### src/rtl/tsoc_pkg.sv
// ----------------------------------------------------------------------------
// tsoc_pkg
// Shared types and constants for the telnet synch output clear block:
// telnet command codes, parser phases, sequencer states and the job record
// handed from the parser to the output sequencer.
// ----------------------------------------------------------------------------
package tsoc_pkg;

  // default sizes
  localparam int HOLD_BYTES_DEF   = 32;
  localparam int BUFFER_BYTES_DEF = 1024;

  // hold fill / flush count width, covers the full hold size range (up to 63)
  localparam int FILL_W  = 6;
  // width of the reported kept count
  localparam int COUNT_W = 11;

  // telnet codes
  localparam logic [7:0] TN_IAC  = 8'hff;
  localparam logic [7:0] TN_DONT = 8'd254;
  localparam logic [7:0] TN_DO   = 8'd253;
  localparam logic [7:0] TN_WONT = 8'd252;
  localparam logic [7:0] TN_WILL = 8'd251;
  localparam logic [7:0] TN_SB   = 8'd250;
  localparam logic [7:0] TN_EL   = 8'd248;
  localparam logic [7:0] TN_EC   = 8'd247;
  localparam logic [7:0] TN_SE   = 8'd240;

  // parser phase
  typedef enum logic [2:0] {
    PH_IDLE   = 3'd0,
    PH_CMD    = 3'd1,
    PH_OPT    = 3'd2,
    PH_SUB    = 3'd3,
    PH_SUBIAC = 3'd4
  } tsoc_phase_t;

  // output sequencer state
  typedef enum logic [1:0] {
    SQ_IDLE,
    SQ_FETCH,
    SQ_FLUSH,
    SQ_TAIL
  } tsoc_seq_state_t;

  // work that one accepted item leaves for the sequencer
  typedef struct packed {
    logic [FILL_W-1:0] flush_cnt;   // held bytes to replay from entry 0
    logic              set_ovf;     // replayed item lost bytes
    logic              has_tail;    // one more result after the replay
    logic              tail_valid;  // tail is a byte, else a bare end marker
    logic [7:0]        tail_byte;
    logic              done;        // item is the buffer's last byte
  } tsoc_job_t;

endpackage

### src/rtl/tsoc_if.sv
// ----------------------------------------------------------------------------
// tsoc channel interfaces
// Valid/ready channels for buffer bytes going in and kept bytes coming out.
// ----------------------------------------------------------------------------

// buffer byte channel
interface tsoc_in_if;
  logic       valid;
  logic       ready;
  logic [7:0] data_byte;
  logic       already_sent;
  logic       last_byte;

  modport source (output valid, output data_byte, output already_sent,
                  output last_byte, input ready);
  modport sink   (input valid, input data_byte, input already_sent,
                  input last_byte, output ready);
endinterface

// kept byte channel
interface tsoc_out_if;
  logic        valid;
  logic        ready;
  logic [7:0]  out_byte;
  logic        byte_valid;
  logic        run_end;
  logic        buffer_done;
  logic [10:0] kept_count;
  logic        hold_overflow;

  modport source (output valid, output out_byte, output byte_valid,
                  output run_end, output buffer_done, output kept_count,
                  output hold_overflow, input ready);
  modport sink   (input valid, input out_byte, input byte_valid,
                  input run_end, input buffer_done, input kept_count,
                  input hold_overflow, output ready);
endinterface

### src/rtl/tsoc_hold_mem.sv
// ----------------------------------------------------------------------------
// tsoc_hold_mem
// Hold store for the bytes of an item that is still in the sent part.
// One write port, one read port with registered read data.
// ----------------------------------------------------------------------------
module tsoc_hold_mem #(
  parameter int HOLD_BYTES = tsoc_pkg::HOLD_BYTES_DEF,
  parameter int AW         = $clog2(HOLD_BYTES)
) (
  input  logic          clk,
  input  logic          wr_en,
  input  logic [AW-1:0] wr_addr,
  input  logic [7:0]    wr_data,
  input  logic          rd_en,
  input  logic [AW-1:0] rd_addr,
  output logic [7:0]    rd_data
);

  logic [7:0] mem [HOLD_BYTES];

  // write port
  always_ff @(posedge clk) begin
    if (wr_en) begin
      mem[wr_addr] <= wr_data;
    end
  end

  // read port, data holds until the next read
  always_ff @(posedge clk) begin
    if (rd_en) begin
      rd_data <= mem[rd_addr];
    end
  end

endmodule

### src/rtl/tsoc_parse.sv
// ----------------------------------------------------------------------------
// tsoc_parse
// Telnet item parser. Tracks the command phase and the hold fill, writes
// held bytes into the hold store and decides for each item what the
// sequencer has to emit.
// ----------------------------------------------------------------------------
module tsoc_parse #(
  parameter int HOLD_BYTES = tsoc_pkg::HOLD_BYTES_DEF,
  parameter int AW         = $clog2(HOLD_BYTES)
) (
  input  logic                clk,
  input  logic                rst_n,
  input  logic                acc,
  input  logic [7:0]          data_byte,
  input  logic                already_sent,
  input  logic                last_byte,
  output tsoc_pkg::tsoc_job_t job,
  output logic                wr_en,
  output logic [AW-1:0]       wr_addr,
  output logic [7:0]          wr_data
);

  localparam int FW = tsoc_pkg::FILL_W;

  tsoc_pkg::tsoc_phase_t phase_r, phase_nxt, np;
  logic [FW-1:0] fill_r, fill_nxt;
  logic          began_r, began_nxt;
  logic          wanted_r, wanted_nxt;
  logic          lost_r, lost_nxt;

  logic          is_idle;
  logic          ended;
  logic          wanted1;
  logic [FW-1:0] fill0, fill_h;
  logic          lost0, lost_h;
  logic          all_sent;
  logic          decided;
  logic          drop, hold, emit;
  logic          room;
  logic          last_flush;

  // unused phase codes count as outside any command
  assign is_idle = !(phase_r inside {tsoc_pkg::PH_CMD, tsoc_pkg::PH_OPT,
                                     tsoc_pkg::PH_SUB, tsoc_pkg::PH_SUBIAC});

  // phase decode
  always_comb begin
    np      = tsoc_pkg::PH_IDLE;
    ended   = 1'b0;
    wanted1 = is_idle ? 1'b0 : wanted_r;
    case (phase_r)
      tsoc_pkg::PH_CMD: begin
        wanted1 = (data_byte != tsoc_pkg::TN_EC) && (data_byte != tsoc_pkg::TN_EL);
        if (data_byte inside {tsoc_pkg::TN_DO, tsoc_pkg::TN_DONT,
                              tsoc_pkg::TN_WILL, tsoc_pkg::TN_WONT}) begin
          np = tsoc_pkg::PH_OPT;
        end else if (data_byte == tsoc_pkg::TN_SB) begin
          np = tsoc_pkg::PH_SUB;
        end else begin
          ended = 1'b1;
        end
      end
      tsoc_pkg::PH_OPT: begin
        ended = 1'b1;
      end
      tsoc_pkg::PH_SUB: begin
        np = (data_byte == tsoc_pkg::TN_IAC) ? tsoc_pkg::PH_SUBIAC : tsoc_pkg::PH_SUB;
      end
      tsoc_pkg::PH_SUBIAC: begin
        if (data_byte == tsoc_pkg::TN_SE) begin
          ended = 1'b1;
        end else begin
          np = tsoc_pkg::PH_SUB;
        end
      end
      default: begin
        if (data_byte == tsoc_pkg::TN_IAC) begin
          np = tsoc_pkg::PH_CMD;
        end else begin
          ended = 1'b1;
        end
      end
    endcase
  end

  // item bookkeeping, a new item starts with an empty hold
  assign fill0    = is_idle ? '0 : fill_r;
  assign lost0    = is_idle ? 1'b0 : lost_r;
  assign all_sent = is_idle ? already_sent : (began_r & already_sent);
  assign decided  = (np != tsoc_pkg::PH_CMD);

  assign drop = decided && !wanted1;
  assign hold = !drop && (!decided || all_sent);
  assign emit = !drop && !hold;

  // hold store write, bytes past the store are only flagged
  assign room    = (fill0 < FW'(HOLD_BYTES));
  assign wr_en   = acc && hold && room;
  assign wr_addr = fill0[AW-1:0];
  assign wr_data = data_byte;

  always_comb begin
    if (ended) begin
      fill_h = '0;
      lost_h = 1'b0;
    end else begin
      fill_h = room ? fill0 + FW'(1) : fill0;
      lost_h = lost0 | !room;
    end
  end

  // wanted incomplete item held at buffer end is replayed
  assign last_flush = last_byte && hold && (np != tsoc_pkg::PH_IDLE) &&
                      (np != tsoc_pkg::PH_CMD) && wanted1 && (fill_h != '0);

  // job for the sequencer
  always_comb begin
    job            = '0;
    job.done       = last_byte;
    job.tail_valid = emit;
    job.tail_byte  = emit ? data_byte : 8'd0;
    job.has_tail   = emit || (last_byte && !last_flush);
    if (emit) begin
      job.flush_cnt = fill0;
      job.set_ovf   = lost0;
    end else if (last_flush) begin
      job.flush_cnt = fill_h;
      job.set_ovf   = lost_h;
    end
  end

  // next parser state
  always_comb begin
    phase_nxt  = phase_r;
    fill_nxt   = fill_r;
    lost_nxt   = lost_r;
    began_nxt  = began_r;
    wanted_nxt = wanted_r;
    if (acc) begin
      if (last_byte) begin
        phase_nxt  = tsoc_pkg::PH_IDLE;
        fill_nxt   = '0;
        lost_nxt   = 1'b0;
        began_nxt  = 1'b0;
        wanted_nxt = 1'b0;
      end else begin
        phase_nxt  = np;
        fill_nxt   = hold ? fill_h : '0;
        lost_nxt   = hold ? lost_h : 1'b0;
        began_nxt  = all_sent;
        wanted_nxt = wanted1;
      end
    end
  end

  // parser registers
  always_ff @(posedge clk) begin
    if (!rst_n) begin
      phase_r  <= tsoc_pkg::PH_IDLE;
      fill_r   <= '0;
      lost_r   <= 1'b0;
      began_r  <= 1'b0;
      wanted_r <= 1'b0;
    end else begin
      phase_r  <= phase_nxt;
      fill_r   <= fill_nxt;
      lost_r   <= lost_nxt;
      began_r  <= began_nxt;
      wanted_r <= wanted_nxt;
    end
  end

endmodule

### src/rtl/tsoc_seq.sv
// ----------------------------------------------------------------------------
// tsoc_seq
// Output sequencer. Takes each accepted item's job, replays held bytes from
// the hold store one per cycle unless stalled, appends the direct byte or end
// marker, keeps the kept count and overflow flag, drives the output register.
// ----------------------------------------------------------------------------
module tsoc_seq #(
  parameter int HOLD_BYTES   = tsoc_pkg::HOLD_BYTES_DEF,
  parameter int BUFFER_BYTES = tsoc_pkg::BUFFER_BYTES_DEF,
  parameter int AW           = $clog2(HOLD_BYTES)
) (
  input  logic                              clk,
  input  logic                              rst_n,
  input  logic                              in_valid,
  output logic                              in_ready,
  input  tsoc_pkg::tsoc_job_t               job,
  output logic                              rd_en,
  output logic [AW-1:0]                     rd_addr,
  input  logic [7:0]                        rd_data,
  output logic                              out_valid,
  input  logic                              out_ready,
  output logic [7:0]                        out_byte,
  output logic                              byte_valid,
  output logic                              run_end,
  output logic                              buffer_done,
  output logic [tsoc_pkg::COUNT_W-1:0]      kept_count,
  output logic                              hold_overflow
);

  localparam int FW = tsoc_pkg::FILL_W;
  localparam int CW = $clog2(BUFFER_BYTES + 1);
  localparam int KW = (CW > tsoc_pkg::COUNT_W) ? CW : tsoc_pkg::COUNT_W;

  tsoc_pkg::tsoc_seq_state_t state_r, state_nxt;

  logic [FW-1:0] idx_r, left_r, idx_inc;
  logic          has_tail_r, tail_valid_r, done_r;
  logic [7:0]    tail_byte_r;

  logic [KW-1:0] kept_r, kept_nxt, kept_inc;
  logic          ovf_r, ovf_nxt;

  logic                          out_vld_r;
  logic [7:0]                    out_byte_r;
  logic                          out_bv_r, out_re_r, out_bd_r, out_ovf_r;
  logic [tsoc_pkg::COUNT_W-1:0]  out_cnt_r;

  logic       acc, slot_free, last_ent;
  logic       ld, ld_bv, ld_re, ld_bd;
  logic [7:0] ld_byte;

  assign in_ready  = (state_r == tsoc_pkg::SQ_IDLE);
  assign acc       = in_valid && in_ready;
  assign slot_free = !out_vld_r || out_ready;
  assign last_ent  = (left_r == FW'(1));
  assign idx_inc   = idx_r + FW'(1);

  // next state
  always_comb begin
    state_nxt = state_r;
    case (state_r)
      tsoc_pkg::SQ_IDLE: begin
        if (acc) begin
          if (job.flush_cnt != '0) begin
            state_nxt = tsoc_pkg::SQ_FETCH;
          end else if (job.has_tail && !slot_free) begin
            state_nxt = tsoc_pkg::SQ_TAIL;
          end
        end
      end
      tsoc_pkg::SQ_FETCH: begin
        state_nxt = tsoc_pkg::SQ_FLUSH;
      end
      tsoc_pkg::SQ_FLUSH: begin
        if (slot_free && last_ent) begin
          state_nxt = has_tail_r ? tsoc_pkg::SQ_TAIL : tsoc_pkg::SQ_IDLE;
        end
      end
      tsoc_pkg::SQ_TAIL: begin
        if (slot_free) begin
          state_nxt = tsoc_pkg::SQ_IDLE;
        end
      end
      default: begin
        state_nxt = tsoc_pkg::SQ_IDLE;
      end
    endcase
  end

  // memory reads and output register loads
  always_comb begin
    ld      = 1'b0;
    ld_byte = 8'd0;
    ld_bv   = 1'b0;
    ld_re   = 1'b0;
    ld_bd   = 1'b0;
    rd_en   = 1'b0;
    rd_addr = idx_r[AW-1:0];
    case (state_r)
      tsoc_pkg::SQ_IDLE: begin
        if (acc && (job.flush_cnt == '0) && job.has_tail && slot_free) begin
          ld      = 1'b1;
          ld_byte = job.tail_byte;
          ld_bv   = job.tail_valid;
          ld_re   = 1'b1;
          ld_bd   = job.done;
        end
      end
      tsoc_pkg::SQ_FETCH: begin
        rd_en = 1'b1;
      end
      tsoc_pkg::SQ_FLUSH: begin
        if (slot_free) begin
          ld      = 1'b1;
          ld_byte = rd_data;
          ld_bv   = 1'b1;
          ld_re   = last_ent && !has_tail_r;
          ld_bd   = last_ent && !has_tail_r && done_r;
          if (!last_ent) begin
            rd_en   = 1'b1;
            rd_addr = idx_inc[AW-1:0];
          end
        end
      end
      tsoc_pkg::SQ_TAIL: begin
        if (slot_free) begin
          ld      = 1'b1;
          ld_byte = tail_byte_r;
          ld_bv   = tail_valid_r;
          ld_re   = 1'b1;
          ld_bd   = done_r;
        end
      end
      default: ;
    endcase
  end

  // kept count saturates at the buffer size, clears after the buffer
  assign kept_inc = (ld_bv && (kept_r < KW'(BUFFER_BYTES))) ? kept_r + KW'(1) : kept_r;

  always_comb begin
    kept_nxt = kept_r;
    ovf_nxt  = ovf_r;
    if (ld) begin
      kept_nxt = ld_bd ? '0 : kept_inc;
    end
    if (ld && ld_bd) begin
      ovf_nxt = 1'b0;
    end else if (acc && job.set_ovf) begin
      ovf_nxt = 1'b1;
    end
  end

  // control registers
  always_ff @(posedge clk) begin
    if (!rst_n) begin
      state_r   <= tsoc_pkg::SQ_IDLE;
      kept_r    <= '0;
      ovf_r     <= 1'b0;
      out_vld_r <= 1'b0;
    end else begin
      state_r   <= state_nxt;
      kept_r    <= kept_nxt;
      ovf_r     <= ovf_nxt;
      out_vld_r <= ld || (out_vld_r && !out_ready);
    end
  end

  // job registers
  always_ff @(posedge clk) begin
    if (acc) begin
      idx_r        <= '0;
      left_r       <= job.flush_cnt;
      has_tail_r   <= job.has_tail;
      tail_valid_r <= job.tail_valid;
      tail_byte_r  <= job.tail_byte;
      done_r       <= job.done;
    end else if (ld && (state_r == tsoc_pkg::SQ_FLUSH)) begin
      idx_r  <= idx_inc;
      left_r <= left_r - FW'(1);
    end
  end

  // output payload
  always_ff @(posedge clk) begin
    if (ld) begin
      out_byte_r <= ld_byte;
      out_bv_r   <= ld_bv;
      out_re_r   <= ld_re;
      out_bd_r   <= ld_bd;
      out_cnt_r  <= kept_inc[tsoc_pkg::COUNT_W-1:0];
      out_ovf_r  <= ovf_r;
    end
  end

  assign out_valid     = out_vld_r;
  assign out_byte      = out_byte_r;
  assign byte_valid    = out_bv_r;
  assign run_end       = out_re_r;
  assign buffer_done   = out_bd_r;
  assign kept_count    = out_cnt_r;
  assign hold_overflow = out_ovf_r;

endmodule

### src/rtl/telnet_synch_output_clear.sv
// ----------------------------------------------------------------------------
// telnet_synch_output_clear
// Clears a pending telnet output buffer down to the commands it must keep.
//
// Input channel in_chan takes one buffer byte per item with its sent flag and
// last-byte flag. Output channel out_chan gives the kept bytes in order, one
// per item; the last result of each input item carries run_end, and the last
// result of the buffer carries buffer_done and the kept count. A buffer whose
// last byte keeps nothing still gives one bare end marker.
// Throughput: one input item per cycle while bytes are dropped, held or
// passed straight through. The first item of a wanted command past its sent
// part, once the command is known, replays the N held bytes of that command
// (at least its IAC) and then gives its own byte: the sequencer first starts
// the hold store read, gives one byte per cycle out of its single read port
// while the output register is free, then the item's own byte, and takes the
// next item only after that. A wanted incomplete command replayed at the
// buffer end has no own byte. A direct result goes from the accepted item
// into the output register, or waits in the sequencer while that is full.
// Reset: parser returns to outside any command, counters clear; the hold
// store needs no clearing pass. A stalled receiver holds the output register;
// items that give no result are still taken, and the next item with a result
// waits in the sequencer and holds off the input until the register frees.
// ----------------------------------------------------------------------------
module telnet_synch_output_clear #(
  parameter int HOLD_BYTES   = tsoc_pkg::HOLD_BYTES_DEF,
  parameter int BUFFER_BYTES = tsoc_pkg::BUFFER_BYTES_DEF
) (
  input  logic        clk,
  input  logic        rst_n,
  tsoc_in_if.sink     in_chan,
  tsoc_out_if.source  out_chan
);

  localparam int AW = $clog2(HOLD_BYTES);

  tsoc_pkg::tsoc_job_t job;
  logic                in_acc;
  logic                wr_en, rd_en;
  logic [AW-1:0]       wr_addr, rd_addr;
  logic [7:0]          wr_data, rd_data;

  // item accepted
  assign in_acc = in_chan.valid && in_chan.ready;

  // parser
  tsoc_parse #(
    .HOLD_BYTES (HOLD_BYTES),
    .AW         (AW)
  ) u_parse (
    .clk          (clk),
    .rst_n        (rst_n),
    .acc          (in_acc),
    .data_byte    (in_chan.data_byte),
    .already_sent (in_chan.already_sent),
    .last_byte    (in_chan.last_byte),
    .job          (job),
    .wr_en        (wr_en),
    .wr_addr      (wr_addr),
    .wr_data      (wr_data)
  );

  // hold store; writes only on accept, reads only while replaying
  tsoc_hold_mem #(
    .HOLD_BYTES (HOLD_BYTES),
    .AW         (AW)
  ) u_mem (
    .clk     (clk),
    .wr_en   (wr_en),
    .wr_addr (wr_addr),
    .wr_data (wr_data),
    .rd_en   (rd_en),
    .rd_addr (rd_addr),
    .rd_data (rd_data)
  );

  // output sequencer
  tsoc_seq #(
    .HOLD_BYTES   (HOLD_BYTES),
    .BUFFER_BYTES (BUFFER_BYTES),
    .AW           (AW)
  ) u_seq (
    .clk           (clk),
    .rst_n         (rst_n),
    .in_valid      (in_chan.valid),
    .in_ready      (in_chan.ready),
    .job           (job),
    .rd_en         (rd_en),
    .rd_addr       (rd_addr),
    .rd_data       (rd_data),
    .out_valid     (out_chan.valid),
    .out_ready     (out_chan.ready),
    .out_byte      (out_chan.out_byte),
    .byte_valid    (out_chan.byte_valid),
    .run_end       (out_chan.run_end),
    .buffer_done   (out_chan.buffer_done),
    .kept_count    (out_chan.kept_count),
    .hold_overflow (out_chan.hold_overflow)
  );

endmodule

### src/flat_wrapper.sv
// flat-port wrapper written by rule: the top's interface ports become plain ports
module telnet_synch_output_clear_flat 
#(
  parameter int HOLD_BYTES   = tsoc_pkg::HOLD_BYTES_DEF,
  parameter int BUFFER_BYTES = tsoc_pkg::BUFFER_BYTES_DEF
)
  (clk, rst_n, in_chan_valid, in_chan_data_byte, in_chan_already_sent, in_chan_last_byte, in_chan_ready, out_chan_valid, out_chan_out_byte, out_chan_byte_valid, out_chan_run_end, out_chan_buffer_done, out_chan_kept_count, out_chan_hold_overflow, out_chan_ready);
  tsoc_in_if in_chan_i ();
  tsoc_out_if out_chan_i ();
  input  logic clk;
  input  logic rst_n;
  input wire logic [$bits(in_chan_i.valid)-1:0] in_chan_valid;
  input wire logic [$bits(in_chan_i.data_byte)-1:0] in_chan_data_byte;
  input wire logic [$bits(in_chan_i.already_sent)-1:0] in_chan_already_sent;
  input wire logic [$bits(in_chan_i.last_byte)-1:0] in_chan_last_byte;
  output wire logic [$bits(in_chan_i.ready)-1:0] in_chan_ready;
  output wire logic [$bits(out_chan_i.valid)-1:0] out_chan_valid;
  output wire logic [$bits(out_chan_i.out_byte)-1:0] out_chan_out_byte;
  output wire logic [$bits(out_chan_i.byte_valid)-1:0] out_chan_byte_valid;
  output wire logic [$bits(out_chan_i.run_end)-1:0] out_chan_run_end;
  output wire logic [$bits(out_chan_i.buffer_done)-1:0] out_chan_buffer_done;
  output wire logic [$bits(out_chan_i.kept_count)-1:0] out_chan_kept_count;
  output wire logic [$bits(out_chan_i.hold_overflow)-1:0] out_chan_hold_overflow;
  input wire logic [$bits(out_chan_i.ready)-1:0] out_chan_ready;
  assign in_chan_i.valid = in_chan_valid;
  assign in_chan_i.data_byte = in_chan_data_byte;
  assign in_chan_i.already_sent = in_chan_already_sent;
  assign in_chan_i.last_byte = in_chan_last_byte;
  assign in_chan_ready = in_chan_i.ready;
  assign out_chan_valid = out_chan_i.valid;
  assign out_chan_out_byte = out_chan_i.out_byte;
  assign out_chan_byte_valid = out_chan_i.byte_valid;
  assign out_chan_run_end = out_chan_i.run_end;
  assign out_chan_buffer_done = out_chan_i.buffer_done;
  assign out_chan_kept_count = out_chan_i.kept_count;
  assign out_chan_hold_overflow = out_chan_i.hold_overflow;
  assign out_chan_i.ready = out_chan_ready;
  telnet_synch_output_clear #(.HOLD_BYTES(HOLD_BYTES), .BUFFER_BYTES(BUFFER_BYTES)) u_core (.clk(clk), .rst_n(rst_n), .in_chan(in_chan_i), .out_chan(out_chan_i));
endmodule
### config.mk
export PLATFORM = sky130hd
export DESIGN_NAME = telnet_synch_output_clear_flat
export DESIGN_NICKNAME = d
export VERILOG_FILES = /design/src/rtl/tsoc_pkg.sv /design/src/rtl/tsoc_if.sv /design/src/rtl/tsoc_hold_mem.sv /design/src/rtl/tsoc_parse.sv /design/src/rtl/tsoc_seq.sv /design/src/rtl/telnet_synch_output_clear.sv /design/src/flat_wrapper.sv
export SDC_FILE = /design/constraint.sdc
export NUM_CORES = 1
export LEC_CHECK = 0
export BUFFER_PORTS_ARGS = -buffer_cell sky130_fd_sc_hd__buf_4
export CAP_MARGIN = 10
export CORE_MARGIN = 2
export CORE_UTILIZATION = 40
export DETAILED_ROUTE_END_ITERATION = 16
export PLACE_DENSITY = 0.6
export SYNTH_ARGS = -nofsm -noshare
export SYNTH_HDL_FRONTEND = slang
export SYNTH_SLANG_ARGS = --single-unit
### constraint.sdc
create_clock -name clk -period 9.7 [get_ports clk]
set_input_delay 0.97 -clock clk [delete_from_list [all_inputs] [get_ports clk]]
set_output_delay 0.97 -clock clk [all_outputs]
set_load 0.01 [all_outputs]
==> flow_summary.ini <==
[power]
power.share.sequential = 0.444
swShare = 0.275
power_frac_clock = 0.383
leakagePower_nw = 6.12
combPwrFrac = 0.173
irDropWorstVdd_mv = 0.139
p_sw_mw = 1.05
p_int_mw = 2.77
p_per_area_nw_per_um2 = 217
finalPower_mw = 3.82

[logic_synthesis]
syn_area_um2 = 15700
yosysTopAreaCell = edfxtp_1
synth_top_area_frac = 0.582
avgSynthCellArea_um2 = 12.6
synth_nets = 1269
synth_common_cells = edfxtp_1, inv_1, a221oi_1, a211oi_1, clkbuf_1
synth_warnings = 0
synth-seq-area-share = 0.623
synth_seq_cells = 336
syn_inst = 1242
yosys_most_used_dff = edfxtp_1
synthTopCellsByArea = edfxtp_1, a221oi_1, a211oi_1, dfxtp_1, inv_1
synthDistinctLibCells = 85
synth_most_common_cell = edfxtp_1
synthArstFlopShare = 0
synth_edf_count = 304

[clock_network]
postCtsResizedCells = 0
cts.path.max_buffers = 3
clk_latency_ns = 0.54
htree_levels = 2
root_buffer = clkbuf_16
cts_setup_buffers = 0
path_clk_slew_ns = 0.06
postCtsHoldBufs = 0
cts_tree = built
clock-sinks = 336
cts_buffers = 37

[finish]
diodes = 0
nNetsFinal = 1261
final_util = 0.456
area_growth_pct = 12.3
fin_area_um2 = 17600
drive_above_1_share = 0.108

[worst_setup_path]
setup.worst_path.end_class = flop
crit_arrival_ns = 5.47
path_max_fanout = 69
worstSetupStartpointType = flop
startpoint = u_core.u_seq.left_r[2]$_DFFE_PP_
cp.required_ns = 10.08
rr_startpoint = u_core.u_seq.left_r[2]$_DFFE_PP_
crit_type = flop to flop

[drt]
dr.max_layer_used = met4
wl_um = 41100
drc = 0
wl_met1_um = 17800
met3_length_um = 2660
vias = 10800
drt-initial-drc-count = 1131
wl_met2_um = 19400
ant_nets = 0
wl_per_cell_um = 23.1
firstDrtPassIters = 9
vias_per_cell = 6.06

[floorplanning]
die_x_um = 202
start_util = 0.406
die_area_um2 = 40800
dieHeight_um = 202
coreArea_um2 = 38600
ioPinCount = 39
num_rows = 72

[sta]
setup_viol = 0
rsz0062_at_grt = no
hold_ws_ns = 0.434
finalCritPeriodShare = 0.524
setup_tns_ns = 0
post-route-min-period_ns = 5.09
maxSlewViolCount = 0
timing.slew.headroom = 0.284
fin_worst_skew_ns = 0.0270
fmax_mhz = 197
tightest_slew_ns = 1.07
hold_viol_final = 0

[worst_hold_path]
holdCritPathClass = flop to flop
hp-start = u_core.u_seq.ovf_r$_SDFFE_PP0P_

[grt]
antenna_found_initial = 0
grt_pass1_vias = 10500
grt_max_degree = 78
grt_usage = 0.200
overflow = 0
grt_pass1_wl_um = 63400

[place]
dpl.hpwl_um = 24200
place_area_um2 = 16300
port_buffers = 38
gp_congestion = 0.846

[flow_run]
max_cap_violations = 0

[status]
status = finished, final reports clean
layer usage:
metal	track usage	vias to the layer above
met2	0.321	447
met5	0	-
met4	0.0672	0
met1	0.280	5371
met3	0.0290	78
li1	-	4885
path summary, 6_finish.rpt:
| path | end | slack, ns | cells past startpoint |
|---|---|---|---|
| min reg2reg | u_core.u_seq.hold_overflow$_DFFE_PP_ | 0.43 | 0 |
| max reg2reg | u_core.u_mem.rd_data[6]$_DFFE_PP_ | 4.61 | 9 |
| min | u_core.u_seq.hold_overflow$_DFFE_PP_ | 0.43 | 0 |
| max | u_core.u_mem.rd_data[6]$_DFFE_PP_ | 4.61 | 9 |
state kept, by name, summed over array words and instances (netlist names), 2 cells and up:
signal and cells:
u_core.u_mem.rd_data 8, u_core.u_mem.mem 256, u_core.u_parse.phase_r 3, u_core.u_seq.state_r 2, u_core.u_seq.out_byte 8, u_core.u_seq.kept_count 11, u_core.u_parse.fill_r 6, u_core.u_seq.idx_r 5
u_core.u_seq.tail_byte_r 8, u_core.u_seq.left_r 6, u_core.u_seq.kept_r 11
power by group through the flow:
stage | Clock (mW) | Sequential (mW) | Combinational (mW)
after floorplan | 0 | 1.73 | 0.408
after global placement | 0 | 1.73 | 0.639
after detailed placement | 0 | 1.73 | 0.644
after CTS | 1.48 | 1.70 | 0.646
after global routing | 1.54 | 1.70 | 0.716
final | 1.46 | 1.70 | 0.661
cell usage in the layout (no fill, tap or decap), types with 14 or more instances in the layout:
cell type and n:
inv_1 128, mux2i_1 41, buf_4 56, edfxtp_1 304
and2_1 16, nor4_1 23, nand2_1 33, o21ai_0 16
a21oi_1 23, clkbuf_16 38, dfxtp_1 31, nor2_1 71
nand3_1 17, a221oi_1 117, xor2_1 14, a211oi_1 112
a2111oi_0 16
area by class of cell:
type / instances / area (um2)
clock buffer: 44 / 993
clock inverter: 23 / 272
fill: 3459 / 21000
inverter: 131 / 492
multi-input combinational: 671 / 4980
sequential: 336 / 9770
tap: 518 / 648
timing repair buffer: 57 / 448
stage by stage:
stage	cells	worst slack (ns)
2_1_floorplan	1242	5.39
3_3_place_gp	1712	4.32
3_5_place_dp	1712	4.28
4_1_cts	1779	4.67
5_1_grt	1780	4.34
6_report	1780	4.61
cell families after synthesis:
logic type | Yosys count | synth area share
buf+inv | 235 | 0.0603
compound gates | 365 | 0.188
simple gates | 229 | 0.0786
flops | 336 | 0.623
mux | 42 | 0.0269
xor+xnor | 22 | 0.0128
fa+ha+maj | 13 | 0.0104
worst max-delay path, stage by stage, from the launching register on:
cell and delay [ns]:
edfxtp_1 0.43, or3_1 0.53, o211ai_4 0.22, buf_4 0.51
buf_4 0.71, or3_1 0.71, nand2_1 0.55, a2111oi_0 0.92
mux2i_1 0.17, mux2i_1 0.16
(Power assumes the default switching activity.)
